<file path="src/hdl/lds_pkg.sv">
// ---------------------------------------------------------------------------
// lds_pkg
// Types and constants shared by the landmark store controller and datapath.
// ---------------------------------------------------------------------------
`timescale 1ns / 1ps

package lds_pkg;

  localparam int unsigned COORD_W  = 24;
  localparam int unsigned RADIUS_W = 16;
  localparam int unsigned R2_W     = 32;
  localparam int unsigned SQ_W     = 48;
  localparam int unsigned SUM_W    = 50;
  localparam int unsigned SLOT_W   = 8;
  localparam int unsigned COUNT_W  = 9;

  localparam logic [RADIUS_W-1:0] RADIUS_RESET = 16'd300;

  typedef enum logic [2:0] {
    ST_IDLE   = 3'b001,
    ST_SCAN   = 3'b010,
    ST_FINISH = 3'b100
  } lds_state_e;

  typedef struct packed {
    logic start;
    logic issue;
    logic flush;
    logic finish;
  } lds_cmd_t;

  typedef struct packed {
    logic hit;
    logic issue_done;
    logic pipe_empty;
  } lds_status_t;

endpackage

</file>
<file path="src/hdl/lds_ctrl.sv">
// ---------------------------------------------------------------------------
// lds_ctrl
// Sequencer for one request: accept, walk the store, deliver the result.
// ---------------------------------------------------------------------------
`timescale 1ns / 1ps

module lds_ctrl import lds_pkg::*; (
  input  logic        clk_i,
  input  logic        rst_ni,
  input  logic        in_valid_i,
  output logic        in_ready_o,
  output logic        out_valid_o,
  input  logic        out_ready_i,
  input  lds_status_t status_i,
  output lds_cmd_t    cmd_o
);

  lds_state_e state_q, state_d;
  logic       out_valid_q, out_valid_d;

  always_comb begin
    state_d     = state_q;
    cmd_o       = '0;
    in_ready_o  = 1'b0;
    out_valid_d = out_valid_q & ~out_ready_i;
    case (state_q)
      ST_IDLE: begin
        in_ready_o = 1'b1;
        if (in_valid_i) begin
          cmd_o.start = 1'b1;
          state_d     = ST_SCAN;
        end
      end
      ST_SCAN: begin
        cmd_o.issue = 1'b1;
        if (status_i.hit || (status_i.issue_done && status_i.pipe_empty)) begin
          cmd_o.flush = 1'b1;
          state_d     = ST_FINISH;
        end
      end
      ST_FINISH: begin
        // hold until the output register is free
        if (!out_valid_q || out_ready_i) begin
          cmd_o.finish = 1'b1;
          out_valid_d  = 1'b1;
          state_d      = ST_IDLE;
        end
      end
      default: begin
        state_d = ST_IDLE;
      end
    endcase
  end

  always_ff @(posedge clk_i or negedge rst_ni) begin
    if (!rst_ni) begin
      state_q     <= ST_IDLE;
      out_valid_q <= 1'b0;
    end else begin
      state_q     <= state_d;
      out_valid_q <= out_valid_d;
    end
  end

  assign out_valid_o = out_valid_q;

endmodule

</file>
<file path="config.mk">
export PLATFORM = sky130hd
export DESIGN_NAME = lds_ctrl
export DESIGN_NICKNAME = d
export VERILOG_FILES = /design/src/hdl/lds_pkg.sv /design/src/hdl/lds_ctrl.sv
export SDC_FILE = /design/constraint.sdc
export NUM_CORES = 1
export LEC_CHECK = 0
export BUFFER_PORTS_ARGS = -buffer_cell sky130_fd_sc_hd__buf_2
export CAP_MARGIN = 5
export CORE_AREA = 2 2 39 41
export DETAILED_ROUTE_END_ITERATION = 8
export DIE_AREA = 0 0 41 43
export GPL_ROUTABILITY_DRIVEN = 0
export GPL_TIMING_DRIVEN = 1
export PLACE_DENSITY_LB_ADDON = 0.25
export SKIP_LAST_GASP = 1
export SYNTH_ARGS = -nofsm -noshare
export SYNTH_HDL_FRONTEND = slang
export SYNTH_SLANG_ARGS = --single-unit
</file>
<file path="constraint.sdc">
create_clock -name clk_i -period 1.1 [get_ports clk_i]
set_input_delay 0.11 -clock clk_i [delete_from_list [all_inputs] [get_ports clk_i]]
set_output_delay 0.11 -clock clk_i [all_outputs]
set_load 0.03 [all_outputs]
</file>
Word level (Yosys, flattened, before mapping)
Cells that the tools add are included.
{ "classes": {"reduce_logical": 5, "eq_ne": 6, "bitwise": 2, "mux": 13} }
{ "ops": {"columns": ["cell", "count"], "rows": [
  ["$mux W3", 3],
  ["$pmux W3 S3", 1],
  ["$mux W1", 8],
  ["$ne A2 B2 Y1 const B", 3],
  ["$eq A3 B1 Y1 const B", 1],
  ["$eq A3 B2 Y1 const B", 1],
  ["$eq A3 B3 Y1 const B", 1],
  ["$reduce_and A3 Y1", 1],
  ["$logic_or A1 B1 Y1", 2],
  ["$mux W2", 1],
  ["$and A1 B1 Y1", 1],
  ["$logic_and A1 B1 Y1", 1],
  ["$logic_not A1 Y1", 1],
  ["$not A1 Y1", 1]
]} }
{ "totals": {"out_inout_bits": 6, "input_bits": 7, "word_cells": 28, "register_bits": 4} }

Logic depth before layout (Yosys ltp)
{ "depth": {"word_depth": 4, "depth_mapped": 3, "depth_no_buf": 3} }

Least setup slack after synthesis
No wires, ideal clock.
{ "synth_path": {"kind": "flip-flop to output port", "start": "register state_q[0]", "end": "output in_ready_o", "stages_incl_launch_ff": 3, "path_slack_ns": -0.290, "n_path_buf": 0, "required_ns": 0.990, "arrival_time_ns": 1.280, "cell_sequence": "dfstp_2 -> inv_1 -> nor3_1"} }
{ "synth_between": {"elab_chain_cells": 2} }
{ "synth_lines": {"columns": ["element", "line_no", "text"], "rows": [
  ["start, declared", "lds_ctrl.sv:18", "lds_state_e state_q, state_d;"],
  ["start signal, assigned", "lds_ctrl.sv:60", "state_q <= state_d;"],
  ["$eq A3 B1 Y1", "lds_ctrl.sv:26", "case (state_q)"],
  ["$mux W1", "lds_ctrl.sv:26", null],
  ["end, declared", "lds_ctrl.sv:11", "output logic in_ready_o,"]
]} }
Every way passes these cells.

==> flow_summary.rst <==
.. list-table::
   :header-rows: 1

   * - Metric
     - Value
   * - Result of the run
     - finished with violations
   * - Violated checks
     - setup timing
   * - Remaining design rule violation count
     - 0
   * - R2R depth
     - 5
   * - Synth area leaders
     - dfrtp_1 (36%), dfstp_2 (13%), and4bb_2 (12%)
   * - Post-placement setup slack
     - -0.122 ns
   * - Die area
     - 0.00176 sq mm
   * - Cell variety after synth
     - 14
   * - Routed wire length
     - 564 microns
   * - Post-route cell area
     - 445 sq um
   * - Portion of synthesized cell area occupied by the leading cell type
     - 35.7%
   * - Clock transition at the register clock pins on the worst setup and hold paths after CTS
     - 0.04 ns
   * - Required time of the critical path
     - 0.99 ns
   * - Combinational group share of total power
     - 56.1%
   * - Final net count
     - 52
   * - Number of top-level pins
     - 13
   * - Switching power of the nets
     - 383 uW
   * - CP cell instances
     - or3b_4, a21oi_4, buf_6
   * - Clock tree root driver cell
     - clkbuf_4
   * - Worst-Skew Late Latency
     - 0.24 ns
   * - Remaining number of nets flagged by the antenna check after routing
     - 0
   * - Number of buffers inserted during clock tree synthesis
     - 3
   * - Number of buffers on the longest clock path
     - 2
   * - Worst min-delay path endpoint
     - out_valid_o$_DFF_PN0_
   * - Hold crit path type
     - in2reg
   * - Finished Core Util
     - 32.2%
   * - Worst reg2reg endpoint
     - state_q[0]$_DFFE_PN1P_
   * - Most frequent cells in the layout
     - buf_2 (7), buf_4 (7), buf_6 (5)
   * - Num rows
     - 14
   * - Post-synthesis instance area
     - 210 sq um
   * - Launch instance of the worst register-to-register path
     - state_q[0]$_DFFE_PN1P_
   * - Violation count after the first detailed-route iteration
     - 0
   * - Cell accounting for the most synthesized area
     - dfrtp_1
   * - Clk_skew
     - 0.00208 ns
   * - # setup viols final
     - 7
   * - RSZ-0062 raised after global routing
     - yes
   * - Area overhead of the layout relative to synthesis
     - 112%
   * - DP Area
     - 344 sq um
   * - Fraction of layout cells with a size suffix above 1
     - 75.0%
   * - Sum of overflow across all layers after global routing
     - 0
   * - Worst Tran Pin Value
     - 0.358 ns
   * - Post-route worst setup slack
     - -0.304 ns
   * - Crit path time final
     - 1.40 ns
   * - Via total after detailed routing
     - 238
   * - Global router's overall resource usage
     - 8.76%
   * - Peak supply drop
     - 0.514 mV
   * - Setup crit end kind
     - output port
   * - Crit-path slowest cell
     - dfrtp_1
   * - Synth Net Count
     - 27
   * - DR WL/cell
     - 9.40 microns
   * - Type of the setup path with the least slack
     - reg2out
   * - Synthesis-stage register bit count
     - 4
   * - Sequential group share of total power
     - 23.8%
   * - Relative contribution of the clock network to total power
     - 20.1%
   * - Global-route wire length before repair
     - 959 microns
   * - Chip Width
     - 41 microns
   * - Total met3 wirelength after detailed routing
     - 31 microns
   * - Sink Count
     - 4
   * - H-tree levels
     - 1
   * - Antenna violations before repair
     - 0
   * - Worst Path Max Fanout
     - 4
   * - Yosys warns
     - 0
   * - Number of cells on the worst hold path
     - 2
   * - Max-capacitance violation count
     - 0
   * - Final Hold Vio Count
     - 0
   * - Number of vias per cell after detailed routing
     - 3.97
   * - Initial core utilization
     - 15.2%
   * - Final-report max-slew violation count
     - 0
   * - TritonRoute pass-1 iters
     - 1
   * - Biggest cell delay along the critical path
     - 0.40 ns
   * - Ant. Diodes
     - 0
   * - Cell-internal power
     - 634 uW
   * - Total power divided by cell area
     - 2280 mW/mm^2
   * - Vias in the first global route
     - 255
   * - Register-to-register setup slack
     - -0.10 ns
   * - DR top layer
     - met4
   * - Number of port buffers
     - 12
   * - Max-slew headroom at the worst pin
     - 76.1%
   * - TritonCTS clock tree
     - built
   * - Met1 wire length
     - 216 microns
   * - LEAKAGE
     - 0.222 nW
   * - Sequential area share after synthesis
     - 48.2%
   * - Share of the cycle needed by the critical path after routing
     - 128%
   * - Post-Synthesis Mean Instance Area
     - 10.5 sq um
   * - Hpwl dp
     - 420 microns
   * - Number of standard cells after synthesis
     - 20
   * - Met2 wirelength from detailed routing
     - 303 microns
   * - Startpoint of the worst hold path
     - out_ready_i
   * - Area of the placeable core
     - 0.00138 sq mm
   * - Maximum number of pins on one net before global-route repair
     - 5
   * - Crit path DAT
     - 1.29 ns
   * - Sw Share
     - 37.7%
   * - Startpoint type of the worst setup path
     - flip-flop
   * - Die height
     - 43 microns
   * - FMAX
     - 712 MHz
repair_timing:
action | CTS | global route
pin swaps | 3 | 1
setup endpoints to repair | 6 | 8
gates cloned | 0 | 0
hold buffers | 1 | 0
buffers inserted | 3 | 0
endpoints found under the hold margin | 4 | 0
resized for setup | 13 | 1
cell type report:
| type | instances | area [sq um] |
|---|---|---|
| well taps | 16 | 20.0 |
| clock buffers | 4 | 26.3 |
| flip-flops and latches | 4 | 101 |
| repair buffers | 20 | 154 |
| fillers | 154 | 938 |
| multi-input cells | 12 | 124 |
| inverters | 4 | 20.0 |
routing by layer:
layer  track usage (%)  up-vias
met5                 0        -
met4              10.0        0
met3              3.14        2
met2              12.2        9
met1              8.77      109
li1                  -      118
state kept, by name, indices dropped and copies added (netlist names):
name and flops:
state_q 3, out_valid_o 1
synthesized netlist by cell type (all sizes together):
library cell,instances
dfstp,1
clkinv,1
inv,3
dfrtp,3
nor2,1
o2bb2ai,1
a21o,1
a211oi,1
or3b,2
a21oi,2
nor3,1
and4bb,2
o21ai,1
critical path, delay by kind of cell, from the launching register on:
kind                   cells  cell delay, ns
DFF                        1            0.40
AOI/OAI and AO/OA          1            0.12
and+or+nand+nor            1            0.40
buffers and inverters      1            0.14
cell families (layout without fill, tap and decap cells):
kind of cell    Yosys count  after routing  synth area share (%)
buf+inv                   4             28                  7.74
compound gates            6              6                  18.5
flops                     4              4                  48.2
simple gates              6              6                  25.6
worst max-delay path by stage:
stage                     cells after the start         end              startpoint
after global placement                        3    cmd_o[0]  state_q[1]$_DFFE_PN0P_
after global routing                          3    cmd_o[0]  state_q[1]$_DFFE_PN0P_
after detailed placement                      3    cmd_o[0]  state_q[1]$_DFFE_PN0P_
after floorplan                               2  in_ready_o  state_q[0]$_DFFE_PN1P_
after CTS                                     3    cmd_o[0]  state_q[1]$_DFFE_PN0P_
final                                         3    cmd_o[0]  state_q[1]$_DFFE_PN0P_
power by group through the flow:
stage	Sequential, mW	Clock [mW]	Combinational, mW
floorplan	0.247	0	0.259
global placement	0.239	0	0.427
detailed placement	0.243	0	0.425
CTS	0.243	0.213	0.565
global route	0.251	0.224	0.608
finish	0.242	0.205	0.570
through the flow:
| step | hold WS, ns | power [mW] | TNS, ns | std cells |
|---|---|---|---|---|
| 6_report | 0.106 | 1.02 | -1.44 | 60 |
| 5_1_grt | 0.136 | 1.08 | -1.79 | 60 |
| 4_1_cts | 0.106 | 1.02 | -1.53 | 60 |
| 3_5_place_dp | -0.0811 | 0.667 | -0.338 | 52 |
| 3_3_place_gp | -0.0830 | 0.666 | -0.290 | 52 |
| 2_1_floorplan | -0.186 | 0.505 | -0.0902 | 20 |
Note: power is estimated with default switching activity, not from simulation.
